===== src/rtl/core/nrrp_pkg.sv =====
`default_nettype none

package nrrp_pkg;

   localparam int SLOTS   = 3;
   localparam int SLOT_W  = 2;
   localparam int COUNT_W = 8;
   localparam int INDEX_W = 8;
   localparam int RNG_W   = 32;
   localparam int DIV_W   = RNG_W;
   localparam int STEP_W  = $clog2(DIV_W);

   localparam logic [RNG_W-1:0]   DEFAULT_SEED = 32'h2545_F491;
   localparam logic [INDEX_W-1:0] NO_PICK      = 8'hFF;

   localparam int SHIFT_A = 13;
   localparam int SHIFT_B = 17;
   localparam int SHIFT_C = 5;

   typedef enum logic [1:0] {
      ST_IDLE,
      ST_DIV1,
      ST_DIV2,
      ST_FIN
   } state_type;

   typedef struct packed {
      logic               start;
      logic [DIV_W-1:0]   dividend;
      logic [COUNT_W-1:0] divisor;
   } div_req_type;

   typedef struct packed {
      logic               done;
      logic [COUNT_W-1:0] remainder;
   } div_rsp_type;

   function automatic logic [RNG_W-1:0] xorshift(input logic [RNG_W-1:0] x);
      logic [RNG_W-1:0] t;
      t = x;
      t = t ^ (t << SHIFT_A);
      t = t ^ (t >> SHIFT_B);
      t = t ^ (t << SHIFT_C);
      return t;
   endfunction

endpackage

`default_nettype wire


===== src/rtl/core/nrrp_ifs.sv =====
`default_nettype none

interface nrrp_req_if;
   import nrrp_pkg::*;
   logic               valid;
   logic               ready;
   logic [SLOT_W-1:0]  slot;
   logic [COUNT_W-1:0] count;
   modport source (output valid, output slot, output count, input ready);
   modport sink (input valid, input slot, input count, output ready);
endinterface

interface nrrp_rsp_if;
   import nrrp_pkg::*;
   logic               valid;
   logic               ready;
   logic [INDEX_W-1:0] index;
   logic               valid_res;
   modport source (output valid, output index, output valid_res, input ready);
   modport sink (input valid, input index, input valid_res, output ready);
endinterface

interface nrrp_csr_if;
   import nrrp_pkg::*;
   logic             valid;
   logic             ready;
   logic [RNG_W-1:0] data;
   modport source (output valid, output data, input ready);
   modport sink (input valid, input data, output ready);
endinterface

`default_nettype wire


===== src/rtl/core/nrrp_divider.sv =====
`default_nettype none

module nrrp_divider (
   input  wire logic                  clock,
   input  wire logic                  reset,
   input  wire nrrp_pkg::div_req_type div_req,
   output nrrp_pkg::div_rsp_type      div_rsp
);
   import nrrp_pkg::*;

   logic [DIV_W-1:0]   num_ff, num_in;
   logic [COUNT_W-1:0] rem_ff, rem_in;
   logic [COUNT_W-1:0] den_ff, den_in;
   logic [STEP_W-1:0]  step_ff, step_in;
   logic               busy_ff, busy_in;
   logic               done_ff, done_in;
   logic [COUNT_W:0]   trial;
   logic [COUNT_W:0]   diff;

   assign trial = {rem_ff, num_ff[DIV_W-1]};
   assign diff  = trial - {1'b0, den_ff};

   always_comb begin
      num_in  = num_ff;
      rem_in  = rem_ff;
      den_in  = den_ff;
      step_in = step_ff;
      busy_in = busy_ff;
      done_in = 1'b0;
      if (div_req.start) begin
         num_in  = div_req.dividend;
         den_in  = div_req.divisor;
         rem_in  = '0;
         step_in = '0;
         busy_in = 1'b1;
      end else if (busy_ff) begin
         num_in  = num_ff << 1;
         rem_in  = (trial >= {1'b0, den_ff}) ? diff[COUNT_W-1:0] : trial[COUNT_W-1:0];
         step_in = step_ff + 1'b1;
         if (step_ff == STEP_W'(DIV_W - 1)) begin
            busy_in = 1'b0;
            done_in = 1'b1;
         end
      end
   end

   always_ff @(posedge clock) begin
      if (reset) begin
         busy_ff <= 1'b0;
         done_ff <= 1'b0;
      end else begin
         busy_ff <= busy_in;
         done_ff <= done_in;
      end
      num_ff  <= num_in;
      rem_ff  <= rem_in;
      den_ff  <= den_in;
      step_ff <= step_in;
   end

   assign div_rsp.done      = done_ff;
   assign div_rsp.remainder = rem_ff;

`ifndef NO_ASSERTIONS
   a_start_idle: assert property (@(posedge clock) disable iff (reset)
      div_req.start |-> !busy_ff)
      else $error("divider started while busy");
   a_rem_below: assert property (@(posedge clock) disable iff (reset)
      done_ff |-> rem_ff < den_ff)
      else $error("remainder not below divisor");
   a_done_after_busy: assert property (@(posedge clock) disable iff (reset)
      done_ff |-> $past(busy_ff))
      else $error("done without a running division");
`endif

endmodule

`default_nettype wire


===== src/rtl/core/no_repeat_random_pick_unit.sv =====
// Random pool index picker that avoids repeating the previous pick of slots 0 to 2.
// req channel: slot and count; accepted when valid and ready are high.
//   ready is high only while the unit is idle; one request is worked at a time.
// rsp channel: index and valid_res, one transaction per request, held in an
//   output register until taken. A new request is accepted while a finished
//   result still waits; the next result waits in the sequencer until the
//   output register frees.
// csr channel: seed write, always ready; reloads the xorshift32 state
//   (zero loads the default seed). Write only while the unit is idle.
// Steps from request acceptance to rsp valid:
//   count 0 or 1: no draw.
//   otherwise: one draw, and a second draw when a tracked slot's pick matches
//   its last pick. Each draw runs a bit-serial 32-by-8 modulo on the one
//   shared divider.
// Reset (synchronous) loads the default seed, clears all slot histories to
//   "no pick" and empties the output register.
`default_nettype none

module no_repeat_random_pick_unit (
   input wire logic   clock,
   input wire logic   reset,
   nrrp_req_if.sink   req_chan,
   nrrp_rsp_if.source rsp_chan,
   nrrp_csr_if.sink   csr_chan
);
   import nrrp_pkg::*;

   state_type          state_ff, state_in;
   logic [RNG_W-1:0]   rng_ff, rng_in;
   logic [SLOT_W-1:0]  slot_ff, slot_in;
   logic [COUNT_W-1:0] count_ff, count_in;
   logic [INDEX_W-1:0] idx_ff, idx_in;
   logic               vres_ff, vres_in;
   logic [INDEX_W-1:0] last_ff [SLOTS];
   logic [INDEX_W-1:0] rsp_index_ff, rsp_index_in;
   logic               rsp_vres_ff, rsp_vres_in;
   logic               rsp_valid_ff, rsp_valid_in;

   div_req_type        div_req;
   div_rsp_type        div_rsp;

   logic               req_take;
   logic               csr_take;
   logic               out_free;
   logic               tracked;
   logic [INDEX_W-1:0] hist_sel;
   logic               hist_we;
   logic [INDEX_W-1:0] hist_wdata;
   logic [COUNT_W:0]   sum;
   logic [COUNT_W:0]   sum_wrap;

   assign req_chan.ready = (state_ff == ST_IDLE);
   assign csr_chan.ready = 1'b1;
   assign req_take       = req_chan.valid && req_chan.ready;
   assign csr_take       = csr_chan.valid && csr_chan.ready;
   assign out_free       = !rsp_valid_ff || rsp_chan.ready;

   assign tracked = (32'(slot_ff) < SLOTS);

   always_comb begin
      hist_sel = NO_PICK;
      for (int i = 0; i < SLOTS; i++) begin
         if (32'(slot_ff) == i) begin
            hist_sel = last_ff[i];
         end
      end
   end

   assign sum      = {1'b0, idx_ff} + 1'b1 + {1'b0, div_rsp.remainder};
   assign sum_wrap = sum - {1'b0, count_ff};

   nrrp_divider u_divider (
      .clock   (clock),
      .reset   (reset),
      .div_req (div_req),
      .div_rsp (div_rsp)
   );

   // next state
   always_comb begin
      state_in = state_ff;
      case (state_ff)
         ST_IDLE: begin
            if (req_take) begin
               state_in = (req_chan.count <= COUNT_W'(1)) ? ST_FIN : ST_DIV1;
            end
         end
         ST_DIV1: begin
            if (div_rsp.done) begin
               state_in = (tracked && hist_sel == div_rsp.remainder) ? ST_DIV2 : ST_FIN;
            end
         end
         ST_DIV2: begin
            if (div_rsp.done) begin
               state_in = ST_FIN;
            end
         end
         ST_FIN: begin
            if (out_free) begin
               state_in = ST_IDLE;
            end
         end
         default: state_in = ST_IDLE;
      endcase
   end

   // datapath controls
   always_comb begin
      rng_in           = rng_ff;
      slot_in          = slot_ff;
      count_in         = count_ff;
      idx_in           = idx_ff;
      vres_in          = vres_ff;
      rsp_index_in     = rsp_index_ff;
      rsp_vres_in      = rsp_vres_ff;
      rsp_valid_in     = rsp_valid_ff && !rsp_chan.ready;
      hist_we          = 1'b0;
      hist_wdata       = div_rsp.remainder;
      div_req.start    = 1'b0;
      div_req.dividend = xorshift(rng_ff);
      div_req.divisor  = count_ff;
      case (state_ff)
         ST_IDLE: begin
            if (req_take) begin
               slot_in  = req_chan.slot;
               count_in = req_chan.count;
               idx_in   = '0;
               vres_in  = (req_chan.count != '0);
               if (req_chan.count > COUNT_W'(1)) begin
                  rng_in          = xorshift(rng_ff);
                  div_req.start   = 1'b1;
                  div_req.divisor = req_chan.count;
               end
            end
         end
         ST_DIV1: begin
            if (div_rsp.done) begin
               idx_in = div_rsp.remainder;
               if (tracked && hist_sel == div_rsp.remainder) begin
                  rng_in          = xorshift(rng_ff);
                  div_req.start   = 1'b1;
                  div_req.divisor = count_ff - 1'b1;
               end else begin
                  hist_we = tracked;
               end
            end
         end
         ST_DIV2: begin
            if (div_rsp.done) begin
               idx_in     = (sum >= {1'b0, count_ff}) ? sum_wrap[INDEX_W-1:0]
                                                      : sum[INDEX_W-1:0];
               hist_wdata = idx_in;
               hist_we    = tracked;
            end
         end
         ST_FIN: begin
            if (out_free) begin
               rsp_valid_in = 1'b1;
               rsp_index_in = idx_ff;
               rsp_vres_in  = vres_ff;
            end
         end
         default: ;
      endcase
      if (csr_take) begin
         rng_in = (csr_chan.data != '0) ? csr_chan.data : DEFAULT_SEED;
      end
   end

   always_ff @(posedge clock) begin
      if (reset) begin
         state_ff     <= ST_IDLE;
         rng_ff       <= DEFAULT_SEED;
         rsp_valid_ff <= 1'b0;
         for (int i = 0; i < SLOTS; i++) begin
            last_ff[i] <= NO_PICK;
         end
      end else begin
         state_ff     <= state_in;
         rng_ff       <= rng_in;
         rsp_valid_ff <= rsp_valid_in;
         for (int i = 0; i < SLOTS; i++) begin
            if (hist_we && 32'(slot_ff) == i) begin
               last_ff[i] <= hist_wdata;
            end
         end
      end
      slot_ff      <= slot_in;
      count_ff     <= count_in;
      idx_ff       <= idx_in;
      vres_ff      <= vres_in;
      rsp_index_ff <= rsp_index_in;
      rsp_vres_ff  <= rsp_vres_in;
   end

   assign rsp_chan.valid     = rsp_valid_ff;
   assign rsp_chan.index     = rsp_index_ff;
   assign rsp_chan.valid_res = rsp_vres_ff;

`ifndef NO_ASSERTIONS
   a_fin_in_range: assert property (@(posedge clock) disable iff (reset)
      (state_ff == ST_FIN && vres_ff) |-> idx_ff < count_ff)
      else $error("picked index not below count");
   a_empty_zero: assert property (@(posedge clock) disable iff (reset)
      (state_ff == ST_FIN && !vres_ff) |-> (idx_ff == '0 && count_ff == '0))
      else $error("empty pool result malformed");
   a_redraw_differs: assert property (@(posedge clock) disable iff (reset)
      (state_ff == ST_DIV2 && div_rsp.done) |=> idx_ff != $past(idx_ff))
      else $error("second draw repeated the last pick");
   a_div_done_busy: assert property (@(posedge clock) disable iff (reset)
      div_rsp.done |-> (state_ff == ST_DIV1 || state_ff == ST_DIV2))
      else $error("divider result outside a draw");
`endif

endmodule

`default_nettype wire

===== src/flat_wrapper.sv =====
// flat-port wrapper written by rule: the top's interface ports become plain ports
module no_repeat_random_pick_unit_flat import nrrp_pkg::*;
  (clock, reset, req_chan_valid, req_chan_slot, req_chan_count, req_chan_ready, rsp_chan_valid, rsp_chan_index, rsp_chan_valid_res, rsp_chan_ready, csr_chan_valid, csr_chan_data, csr_chan_ready);
  nrrp_req_if req_chan_i ();
  nrrp_rsp_if rsp_chan_i ();
  nrrp_csr_if csr_chan_i ();
  input wire logic clock;
  input wire logic reset;
  input wire logic [$bits(req_chan_i.valid)-1:0] req_chan_valid;
  input wire logic [$bits(req_chan_i.slot)-1:0] req_chan_slot;
  input wire logic [$bits(req_chan_i.count)-1:0] req_chan_count;
  output wire logic [$bits(req_chan_i.ready)-1:0] req_chan_ready;
  output wire logic [$bits(rsp_chan_i.valid)-1:0] rsp_chan_valid;
  output wire logic [$bits(rsp_chan_i.index)-1:0] rsp_chan_index;
  output wire logic [$bits(rsp_chan_i.valid_res)-1:0] rsp_chan_valid_res;
  input wire logic [$bits(rsp_chan_i.ready)-1:0] rsp_chan_ready;
  input wire logic [$bits(csr_chan_i.valid)-1:0] csr_chan_valid;
  input wire logic [$bits(csr_chan_i.data)-1:0] csr_chan_data;
  output wire logic [$bits(csr_chan_i.ready)-1:0] csr_chan_ready;
  assign req_chan_i.valid = req_chan_valid;
  assign req_chan_i.slot = req_chan_slot;
  assign req_chan_i.count = req_chan_count;
  assign req_chan_ready = req_chan_i.ready;
  assign rsp_chan_valid = rsp_chan_i.valid;
  assign rsp_chan_index = rsp_chan_i.index;
  assign rsp_chan_valid_res = rsp_chan_i.valid_res;
  assign rsp_chan_i.ready = rsp_chan_ready;
  assign csr_chan_i.valid = csr_chan_valid;
  assign csr_chan_i.data = csr_chan_data;
  assign csr_chan_ready = csr_chan_i.ready;
  no_repeat_random_pick_unit u_core (.clock(clock), .reset(reset), .req_chan(req_chan_i), .rsp_chan(rsp_chan_i), .csr_chan(csr_chan_i));
endmodule

===== config.mk =====
export PLATFORM = sky130hd
export DESIGN_NAME = no_repeat_random_pick_unit_flat
export DESIGN_NICKNAME = d
export VERILOG_FILES = /design/src/rtl/core/nrrp_pkg.sv /design/src/rtl/core/nrrp_ifs.sv /design/src/rtl/core/nrrp_divider.sv /design/src/rtl/core/no_repeat_random_pick_unit.sv /design/src/flat_wrapper.sv
export SDC_FILE = /design/constraint.sdc
export NUM_CORES = 1
export LEC_CHECK = 0
export BUFFER_PORTS_ARGS = -buffer_cell sky130_fd_sc_hd__buf_4
export CORE_MARGIN = 2
export CORE_UTILIZATION = 45
export DETAILED_ROUTE_END_ITERATION = 8
export SYNTH_ARGS = -nofsm -noshare
export SYNTH_HDL_FRONTEND = slang
export SYNTH_HIERARCHICAL = 1
export SYNTH_SLANG_ARGS = --single-unit
export TNS_END_PERCENT = 5

===== constraint.sdc =====
create_clock -name clock -period 4.36 [get_ports clock]
set_input_delay 0.872 -clock clock [delete_from_list [all_inputs] [get_ports clock]]
set_output_delay 0.872 -clock clock [all_outputs]
set_load 0.01 [all_outputs]

==> key figures, run 1 <==
Synthesis
  • Syn Nets: 852
  • Synthesized netlist cell count: 771
  • Yosys reg bits: 142
  • Synth area leaders: edfxtp_1, dfxtp_1, mux2_2
  • Synthesized cell area: 0.008323 mm²
  • Avg Synthesized Cell Area: 10.80 µm²
  • Top cells by count, synth: edfxtp_1, xnor2_1, nand2_1
  • Top cell type's share of synthesized area: 0.3319
  • Post-synth top flop: edfxtp_1
  • Register area share after synthesis: 0.4522
  • Synth warn: 6
  • Cell taking the most area after synthesis: edfxtp_1
  • Post-synth EDFFs: 92
  • Cell variety after synth: 81
  • Async set-reset flop share out of synthesis: 0
  • Count leader, synth: edfxtp_1

Place
  • GPL Wtd Cong: 0.9427
  • Area after DPL: 0.009010 mm²
  • Hpwl dp: 16420 µm
  • Pre-CTS WS: 0.2623 ns
  • Port Buffers: 57

Route
  • WL final: 22110 µm
  • Detailed-route via count: 6346
  • Initial DRC count: 525
  • Via density: 5.903
  • DRC violations left: 2
  • First-pass detailed-route iteration total: 9
  • Post-detailed-route wirelength per cell: 20.57 µm
  • Antenna-violating nets left: 0

Worst setup path
  • Crit. End Element: flip-flop
  • Peak fanout along the critical path: 7
  • Arrival time worst endpoint: 4.19 ns
  • Req. time, crit path: 4.47 ns
  • WS Path Type: flip-flop to flip-flop
  • Worst path buffer plus inverter count: 2
  • Internal reg-to-reg setup slack: 0.28 ns
  • Startpoint types: flip-flop
  • Crit-path slowest cell: a2111oi_1
  • RR Startpoint: u_core/u_divider/rem_ff[0]
  • Worst r2r dst: u_core/last_ff[0][11]
  • Largest stage delay, worst path: 0.45 ns
  • Cells along the critical path: inv_1, ha_1, fa_1, nor2b_1, o31a_1, o22ai_1, xnor2_1, ha_1, a2111oi_1, inv_1, o211ai_1, and3_2, mux2_2, nand2_1, nand3_1
  • R2R depth: 15
  • Crit path max-delay family: compound AO/OA/AOI/OAI gates

Clock tree
  • Clk sinks: 142
  • H-tree levels: 4
  • CTS tree: done
  • Clk Latency, worst-skew pair: 0.43 ns
  • Num CTS Buffers: 17
  • Post-CTS sizing: 0
  • Post-CTS Setup Inserts: 0
  • Number of hold buffers added after cts: 0
  • Clk slew on worst S/H paths: 0.06 ns
  • Clk buf depth: 2
  • Clk root buf: clkbuf_16

Die
  • Initial Utilization: 0.4602
  • Top-Level Pins: 59
  • Placeable Area: 0.01809 mm²
  • Die Wd: 140 µm
  • Die height: 140 µm
  • FP Rows: 49
  • Die area: 0.01960 mm²

Pwr
  • Max VDD drop: 0.0005253 V
  • Pleak: 3.568 nW
  • PD cells: 896.2 mW/mm²

Finish
  • Ant diodes: 0
  • Reg area: 0.003764 mm²
  • Nets: 914
  • Post-route cell area: 0.009647 mm²
  • Layout cell share with drive strength beyond 1: 0.2175
  • Fill cell count: 1573
  • Area delta synth->final: 15.90%
  • Multi-input logic area: 0.004229 mm²

STA
  • Peak Freq: 0.2454 GHz
  • Fin crit share: 0.9348
  • Setup WS post-layout: 0.2843 ns
  • Slew Viols, Final: 0
  • Min cycle time layout: 4.076 ns
  • Setup_tns: 0 ns
  • RSZ-0062 raised after global routing: no
  • Final hold vios: 0
  • Worst-margin pin slew: 1.017 ns
  • Slew HR: 0.3209
  • Setup Skew: 0.01416 ns
  • Setup violations, final: 0

GRT
  • Antenna violations before repair: 0
  • Overall global routing resource usage: 0.2308
  • Global-route wire length before repair: 35030 µm
  • Grt ovf: 0
  • Number of global-route vias before repair: 6376
  • Largest net degree at the start of global routing: 42

Min path
  • End point of the worst hold path: u_core/rsp_chan.valid_res
  • Hold path cells: 0
  • Worst hold path type: flip-flop to flip-flop
  • Hold_sp: u_core/vres_ff

Status
  • Failing checks: DRC
  • Status: finished with violations

Flow run
  • Max Cap Viol: 0
==> per-layer routing <==
layer	wire (µm)	track usage	vias to the layer above
met4	595	0.08878	0
met1	9441	0.2931	3089
met2	11000	0.3993	252
li1	-	-	2971
met3	1080	0.03419	34
met5	0	0	-
==> sequential cells by signal, indices dropped and copies added, names as in the netlist, 5 cells and up <==
name	flops
u_core/count_ff	8
u_core/u_divider/num_ff	32
u_core/rsp_chan.index	8
u_core/u_divider/rem_ff	8
u_core/rng_ff	32
u_core/idx_ff	8
u_core/last_ff	24
u_core/u_divider/den_ff	8
u_core/u_divider/step_ff	5
==> area by class of cell <==
cell class | instances | area share
clock buffer | 21 | 0.05006
clock inverter | 11 | 0.01569
inverter | 40 | 0.01556
multi-input combinational | 556 | 0.4384
sequential | 142 | 0.3901
tap | 229 | 0.02970
timing repair buffer | 76 | 0.06044
==> through the flow <==
step / std cells / util / hold WS (ns) / power [mW]
finish: 1075 / 0.5334 / 0.4314 / 8.645
global route: 1075 / 0.5334 / 0.4506 / 9.167
CTS: 1075 / 0.5332 / 0.4333 / 8.574
detailed placement: 1043 / 0.4982 / 0.4182 / 6.958
global placement: 1043 / 0.4982 / 0.4023 / 6.879
floorplan: 771 / - / 0.4003 / 5.692
==> kinds of logic after synthesis <==
logic type	count (synthesis)	synth area share
compound gates	153	0.1356
xor+xnor	83	0.08734
fa+ha+maj	34	0.05382
buf+inv	73	0.04014
flops	142	0.4522
mux	77	0.1015
other cells	1	0.0004506
simple gates	208	0.1290
==> cell usage in the layout (no fill, tap or decap), types with 4 or more instances in the layout <==
| master | n |
|---|---|
| nand3_1 | 18 |
| clkinvlp_4 | 4 |
| o21ai_0 | 23 |
| mux2i_1 | 24 |
| dfxtp_1 | 50 |
| a211oi_1 | 5 |
| xor2_1 | 21 |
| nor4_1 | 8 |
| nand2b_1 | 7 |
| mux2_2 | 49 |
| nor2b_1 | 12 |
| ha_1 | 31 |
| nor3_1 | 13 |
| o21ai_1 | 4 |
| clkbuf_16 | 19 |
| o21a_1 | 7 |
| nand2_1 | 60 |
| xnor2_1 | 62 |
| a31o_2 | 4 |
| a21oi_1 | 13 |
| edfxtp_1 | 92 |
| and3_1 | 5 |
| nand4_1 | 5 |
| o22ai_1 | 19 |
| inv_1 | 39 |
| o211ai_1 | 22 |
| nor2_1 | 51 |
| a2111oi_0 | 4 |
| buf_4 | 75 |
| a22oi_1 | 12 |
==> worst max-delay path by stage <==
stage / from / to / slack, ns / cells after the start
floorplan: u_core/u_divider/rem_ff[0] / u_core/last_ff[0][11] / 0.49 / 16
global placement: u_core/idx_ff[0] / u_core/last_ff[0][10] / 0.35 / 15
detailed placement: u_core/u_divider/rem_ff[0] / u_core/last_ff[0][11] / 0.26 / 15
CTS: u_core/u_divider/rem_ff[0] / u_core/last_ff[0][3] / 0.24 / 15
global route: u_core/u_divider/rem_ff[0] / u_core/idx_ff[2] / 0.03 / 15
finish: u_core/u_divider/rem_ff[0] / u_core/last_ff[0][11] / 0.28 / 15
==> worst register-to-register path, delay by kind of cell (launching register included) <==
family                     cells  cell delay [ns]
adders and majority gates      3             0.95
and+or+nand+nor                4             0.71
DFF                            1             0.33
xor gates and xnor gates       1             0.21
buffers and inverters          2             0.16
muxes                          1             0.38
AOI/OAI and AO/OA              4             1.02
==> report_power, final <==
part | total, mW | switching [mW] | internal (mW)
Combinational | 4.74 | 2.70 | 2.03
Sequential | 2.34 | 0.308 | 2.03
Clock | 1.57 | 0.594 | 0.973
Total | 8.65 | 3.61 | 5.04
No activity file was read; power rests on OpenSTA's default activity.
==> inputs of run 2 (changes only) <==
CELL_PAD_IN_SITES_DETAIL_PLACEMENT = 1   (was unset)
CELL_PAD_IN_SITES_GLOBAL_PLACEMENT = 1   (was unset)
PLACE_DENSITY_LB_ADDON = 0.1   (was unset)
==> key figures, run 2 (synthesis gave the netlist of run 1 again) <==
Status
  • Status: finished with violations
  • Failing checks: DRC

STA
  • Setup_tns: 0 ns (unchanged)
  • Fin crit share: 0.9384 (+0.003644)
  • Min cycle time layout: 4.092 ns (+0.01589 ns)
  • Worst-margin pin slew: 1.118 ns (+0.1011 ns)
  • RSZ-0062 raised after global routing: no
  • Peak Freq: 0.2444 GHz (-0.39%)
  • Final hold vios: 0 (unchanged)
  • Setup Skew: 0.01209 ns (-0.002070 ns)
  • Setup WS post-layout: 0.2684 ns (-0.01589 ns)
  • Setup violations, final: 0 (unchanged)
  • Slew HR: 0.2534 (-0.06754)
  • Hold WS: 0.4307 ns (-0.0007510 ns)
  • Slew Viols, Final: 0 (unchanged)

Route
  • Via density: 5.938 (+0.59%)
  • Detailed-route via count: 6395 (+0.77%)
  • First-pass detailed-route iteration total: 8 (-1)
  • WL final: 24060 µm (+8.8%)
  • Antenna-violating nets left: 0 (unchanged)
  • DRC violations left: 3 (+1)
  • Post-detailed-route wirelength per cell: 22.34 µm (+8.6%)
  • Initial DRC count: 303 (-42%)

Pwr
  • Part of the power in registers: 0.269 (-0.002)
  • Comb power frac: 0.558 (+0.010)
  • P_sw: 3.795 mW (+5.2%)
  • Sw Share: 0.4356 (+0.01844)
  • PD cells: 903.2 mW/mm² (+0.78%)
  • Max VDD drop: 0.0003950 V (-25%)
  • Pleak: 3.583 nW (+0.43%)
  • Pint: 4.917 mW (-2.4%)
  • Clock power share: 0.173 (-0.008)

Worst setup path
  • Crit. End Element: flip-flop
  • Arrival time worst endpoint: 4.27 ns (+0.08 ns)
  • Peak fanout along the critical path: 9 (+2)
  • Startpoint types: flip-flop
  • WS Path Type: flip-flop to flip-flop
  • Req. time, crit path: 4.54 ns (+0.07 ns)

Finish
  • Nets: 916 (+0.22%)
  • Final Util: 0.5333 (about the same)
  • Non-Filler Instances: 1077 (+0.19%)
  • Commonest non-fill, non-tap cell in the layout: edfxtp_1
  • Layout cell share with drive strength beyond 1: 0.2241 (+0.006563)
  • Area delta synth->final: 15.89% (about the same)
  • Most frequent cells in the layout: edfxtp_1, buf_4, xnor2_1
  • Largest registers: u_core/rng_ff: 32 flops, u_core/u_divider/num_ff: 32 flops, u_core/last_ff: 24 flops
  • Ant diodes: 0 (unchanged)

Place
  • Port Buffers: 57 (unchanged)
  • GPL Wtd Cong: 0.8783 (-6.8%)
  • Hpwl dp: 18430 µm (+12%)
  • Pre-CTS WS: 0.01072 ns (-0.2515 ns)
  • Inst Count DP: 1045 (+0.19%)

Clock tree
  • Clk root buf: clkbuf_16
  • Clk buf depth: 2 (unchanged)
  • Clk slew on worst S/H paths: 0.07 ns (about the same)
  • H-tree levels: 4 (unchanged)
  • Number of hold buffers added after cts: 0 (unchanged)
  • Num CTS Buffers: 17 (unchanged)
  • Post-CTS Setup Inserts: 0 (unchanged)
  • Clk Latency, worst-skew pair: 0.43 ns (about the same)
  • CTS tree: done
  • Clk sinks: 142 (unchanged)

Die
  • FP Rows: 49 (unchanged)
  • Initial Utilization: 0.4602 (unchanged)
  • Top-Level Pins: 59 (unchanged)
  • Die area: 0.01960 mm² (unchanged)
  • Placeable Area: 0.01809 mm² (unchanged)
  • Die height: 140 µm (unchanged)
  • Die Wd: 140 µm (unchanged)

GRT
  • Antenna violations before repair: 0 (unchanged)
  • Global-route wire length before repair: 37250 µm (+6.3%)
  • Overall global routing resource usage: 0.2497 (+0.01887)
  • Grt ovf: 0 (unchanged)
  • Largest net degree at the start of global routing: 52 (+24%)
  • Number of global-route vias before repair: 6734 (+5.6%)

Min path
  • Worst hold path type: flip-flop to flip-flop

Flow run
  • Max Cap Viol: 0 (unchanged)
-- run 2: stage by stage --
| stage | instance area [µm²] | total power [mW] |
|---|---|---|
| after global placement | 9025 | 6.932 |
| after CTS | 9634 | 8.688 |
| after detailed placement | 9025 | 7.114 |
| after floorplan | 8323 | 5.692 |
| final | 9646 | 8.712 |
| after global routing | 9646 | 9.231 |
-- run 2: area by class of cell --
class / instances / area [µm²]
Fill cell: 1952 / 8441
Multi-Input combinational cell: 556 / 4239
Sequential cell: 142 / 3764
Timing Repair Buffer: 78 / 598.1
Clock buffer: 17 / 425.4
Tap cell: 229 / 286.5
Clock inverter: 15 / 182.7
Inverter: 40 / 150.1
-- run 2: critical path: stages, from the launching register on --
cell and delay, ns:
edfxtp_1 0.41, ha_1 0.26, or2_2 0.35, nor4b_1 0.38
a32oi_1 0.19, o21ai_0 0.22, ha_1 0.35, nand4_1 0.11
nor2_1 0.07, a2111oi_0 0.31, buf_4 0.20, and3_2 0.32
mux2_2 0.38, a22oi_1 0.20, nor2b_1 0.08
-- run 2: metal layers --
layer / global-route usage / wire, µm
met5: 0 / 0
met4: 0.1361 / 1182
met3: 0.03419 / 701
met2: 0.4574 / 12620
met1: 0.2808 / 9548
-- run 2: worst paths after layout --
path                                    end  depth (start not counted)        startpoint  slack (ns)
setup / recovery           u_core/idx_ff[4]                         14  u_core/idx_ff[5]        0.27
hold / removal    u_core/rsp_chan.valid_res                          0    u_core/vres_ff        0.43
setup reg to reg           u_core/idx_ff[4]                         14  u_core/idx_ff[5]        0.27
hold reg to reg   u_core/rsp_chan.valid_res                          0    u_core/vres_ff        0.43
-- run 2: power by group through the flow --
stage	combinational, mW	clock (mW)	sequential, mW
final	4.86	1.51	2.34
after global routing	5.26	1.58	2.39
after CTS	4.81	1.54	2.34
after detailed placement	4.74	0	2.37
after global placement	4.59	0	2.34
after floorplan	3.43	0	2.26
-- run 2: what timing repair did --
action                                  4_1_cts  5_1_grt
pin swaps                                     0        0
endpoints found under the setup margin        3       23
gates resized for setup                       1        3
==> inputs of run 3 (changes only) <==
SYNTH_HIERARCHICAL = unset   (was 1)
==> key figures, run 3 <==
Place
  • GPL Wtd Cong: 0.9472 (+7.8%)
  • Port Buffers: 57 (unchanged)
  • Pre-CTS WS: 0.3015 ns (+0.2908 ns)
  • Inst Count DP: 1087 (+4.0%)
  • Hpwl dp: 17730 µm (-3.8%)

Worst setup path
  • Peak fanout along the critical path: 11 (+2)
  • Startpoint types: flip-flop
  • Crit-path slowest cell: a2111o_1
  • Critical path origin: u_core.u_divider.rem_ff[0]
  • CP Depth: 16 (+2)
  • Req. time, crit path: 4.51 ns (-0.03 ns)
  • R2R depth: 16 (+2)
  • Arrival time worst endpoint: 4.18 ns (-0.09 ns)
  • Largest stage delay, worst path: 0.43 ns (+0.02 ns)
  • Internal reg-to-reg setup slack: 0.34 ns (+0.07 ns)
  • Crit. End Element: flip-flop
  • Worst r2r dst: u_core.last_ff[0][16]
  • RR Startpoint: u_core.u_divider.rem_ff[0]
  • Crit path max-delay family: adder cells
  • WS Path Type: flip-flop to flip-flop
  • Cells along the critical path: inv_1, ha_1, fa_1, nor2b_1, o31a_1, o21ai_1, nor2b_1, xnor2_2, ha_1, and3_1, nand4_1, o2111ai_2, nor2_1, buf_4, mux2i_1, a2111o_1
  • Worst Setup EP: u_core.last_ff[0][16]
  • Worst path buffer plus inverter count: 2 (+1)

STA
  • RSZ-0062 raised after global routing: no
  • Setup WS post-layout: 0.3372 ns (+0.06877 ns)
  • Peak Freq: 0.2486 GHz (+1.7%)
  • Fin crit share: 0.9227 (-0.01577)
  • Setup violations, final: 0 (unchanged)
  • Slew Viols, Final: 0 (unchanged)
  • Setup_tns: 0 ns (unchanged)
  • Setup Skew: 0.008617 ns (-0.003473 ns)
  • Worst-margin pin slew: 1.332 ns (+0.2141 ns)
  • Slew HR: 0.1028 (-0.1506)
  • Final hold vios: 0 (unchanged)
  • Min cycle time layout: 4.023 ns (-0.06877 ns)

Route
  • Detailed-route via count: 6493 (+1.5%)
  • DRC violations left: 0 (-3)
  • Initial DRC count: 308 (+1.7%)
  • Antenna-violating nets left: 0 (unchanged)
  • Post-detailed-route wirelength per cell: 21.41 µm (-4.1%)
  • First-pass detailed-route iteration total: 4 (-4)
  • WL final: 23960 µm (-0.40%)
  • Via density: 5.803 (-2.3%)

Synthesis
  • Cell variety after synth: 66 (-19%)
  • Top cells by count, synth: nor2_1, edfxtp_1, xnor2_1
  • Synthesized cell area: 0.008219 mm² (-1.2%)
  • Count leader, synth: nor2_1
  • Cell taking the most area after synthesis: edfxtp_1
  • Avg Synthesized Cell Area: 9.999 µm² (-7.4%)
  • Post-synth top flop: edfxtp_1
  • Syn Nets: 903 (+6.0%)
  • Post-synth EDFFs: 92 (unchanged)
  • Top cell type's share of synthesized area: 0.3361 (+0.004194)
  • Yosys reg bits: 142 (unchanged)
  • Synth area leaders: edfxtp_1, dfxtp_1, xnor2_1
  • Synth warn: 0 (-6)
  • Synthesized netlist cell count: 822 (+6.6%)
  • Async set-reset flop share out of synthesis: 0 (unchanged)
  • Register area share after synthesis: 0.4579 (+0.005714)

Pwr
  • PD cells: 902.9 mW/mm² (about the same)
  • Pleak: 3.599 nW (+0.42%)
  • Total power: 8.581 mW (-1.5%)
  • Max VDD drop: 0.0004438 V (+12%)

Clock tree
  • Clk Latency, worst-skew pair: 0.43 ns (about the same)
  • Clk sinks: 142 (unchanged)
  • H-tree levels: 4 (unchanged)
  • Num CTS Buffers: 17 (unchanged)
  • Number of hold buffers added after cts: 0 (unchanged)
  • CTS tree: done
  • Clk root buf: clkbuf_16
  • Clk slew on worst S/H paths: 0.06 ns (about the same)
  • Clk buf depth: 2 (unchanged)

Finish
  • Most frequent cells in the layout: nor2_1, edfxtp_1, buf_4
  • Commonest non-fill, non-tap cell in the layout: nor2_1
  • Largest registers: u_core.rng_ff: 32 flops, u_core.u_divider.num_ff: 32 flops, u_core.last_ff: 24 flops
  • Nets: 958 (+4.6%)
  • Area delta synth->final: 15.63%
  • Ant diodes: 0 (unchanged)
  • Layout cell share with drive strength beyond 1: 0.1494 (-0.07462)
  • Non-Filler Instances: 1119 (+3.9%)

Die
  • Die Wd: 139.1 µm (-0.61%)
  • Placeable Area: 0.01796 mm² (-0.68%)
  • Die area: 0.01936 mm² (-1.2%)
  • Initial Utilization: 0.4575 (-0.002640)
  • FP Rows: 49 (unchanged)
  • Die height: 139.1 µm (-0.61%)
  • Top-Level Pins: 59 (unchanged)

Flow run
  • Max Cap Viol: 0 (unchanged)

GRT
  • Number of global-route vias before repair: 6998 (+3.9%)
  • Overall global routing resource usage: 0.2534 (+0.003742)
  • Global-route wire length before repair: 37990 µm (+2.0%)
  • Grt ovf: 0 (unchanged)
  • Largest net degree at the start of global routing: 54 (+3.8%)
  • Antenna violations before repair: 0 (unchanged)

Min path
  • Hold_sp: u_core.idx_ff[4]
  • Worst hold path type: flip-flop to flip-flop

Status
  • Status: finished, final reports clean
run 3: cell count changes after synthesis, moves of 10 or more:
cell / delta
a21oi_1: +41
a31oi_1: +14
mux2_2: -42
mux2i_1: +15
nand2_1: -15
nand3_1: -11
nor2_1: +45
o211ai_1: -17
o21ai_0: +24
o22ai_1: -12
xnor2_1: +10
run 3: layout make-up:
class                   count  area, µm²
flip-flops and latches    142       3764
clock buffers              19      452.9
multi-input cells         601       4105
inverters                  38      142.6
well taps                 229      286.5
fillers                  1988       8459
clock inverters            13      162.7
repair buffers             77      590.6
run 3: metrics by stage:
stage	hold WS (ns)	area (µm²)	util
after floorplan	0.4003	8219	-
after global placement	0.4317	8881	0.4944
after detailed placement	0.4479	8881	0.4944
after CTS	0.4629	9497	0.5287
after global routing	0.4718	9504	0.5291
final	0.4604	9504	0.5291
run 3: cell families (layout without fill, tap and decap cells):
group | after synthesis | after routing | share of synthesized area
muxes | 48 | 48 | 0.05983
DFF | 142 | 142 | 0.4579
AOI/OAI and AO/OA | 190 | 190 | 0.1521
adders and majority gates | 34 | 34 | 0.05450
other | 1 | 1 | 0.0004563
and+or+nand+nor | 239 | 239 | 0.1369
xor gates and xnor gates | 89 | 89 | 0.09484
buffers and inverters | 79 | 147 | 0.04354
run 3: worst min-delay path by stage:
stage / endpoint / depth (start not counted)
2_1_floorplan: u_core.rsp_chan.valid_res / 0
3_3_place_gp: u_core.rsp_chan.index[0] / 0
3_5_place_dp: u_core.rsp_chan.index[4] / 0
4_1_cts: u_core.rsp_chan.index[3] / 0
5_1_grt: u_core.rsp_chan.index[4] / 0
6_report: u_core.rsp_chan.index[4] / 0
run 3: report_power, final:
part	internal [mW]	switching (mW)	leakage [nW]	total [mW]
sequential	2.01	0.308	1.22	2.31
clock	0.930	0.588	0.297	1.52
combinational	1.88	2.87	2.08	4.75
total	4.82	3.76	3.60	8.58
run 3: worst reg2reg max path: stages, from the launching register on:
cell	delay [ns]
dfxtp_1	0.38
inv_1	0.14
ha_1	0.27
fa_1	0.42
nor2b_1	0.17
o31a_1	0.16
o21ai_1	0.09
nor2b_1	0.17
xnor2_2	0.20
ha_1	0.30
and3_1	0.20
nand4_1	0.10
o2111ai_2	0.20
nor2_1	0.16
buf_4	0.23
mux2i_1	0.13
a2111o_1	0.43
run 3: what timing repair did:
action | CTS | global route
buffers inserted | 0 | 0
setup endpoints to repair | 0 | 6
resized for setup | 0 | 1
run 3: routing by layer:
metal / up-vias / GRT usage / share of wire / wire [µm]
met5: - / 0 / 0 / 0
met4: 0 / 0.1132 / 0.037 / 896
met3: 46 / 0.04765 / 0.032 / 761
met2: 139 / 0.4693 / 0.53 / 12650
met1: 3223 / 0.2817 / 0.40 / 9649
li1: 3085 / - / - / -
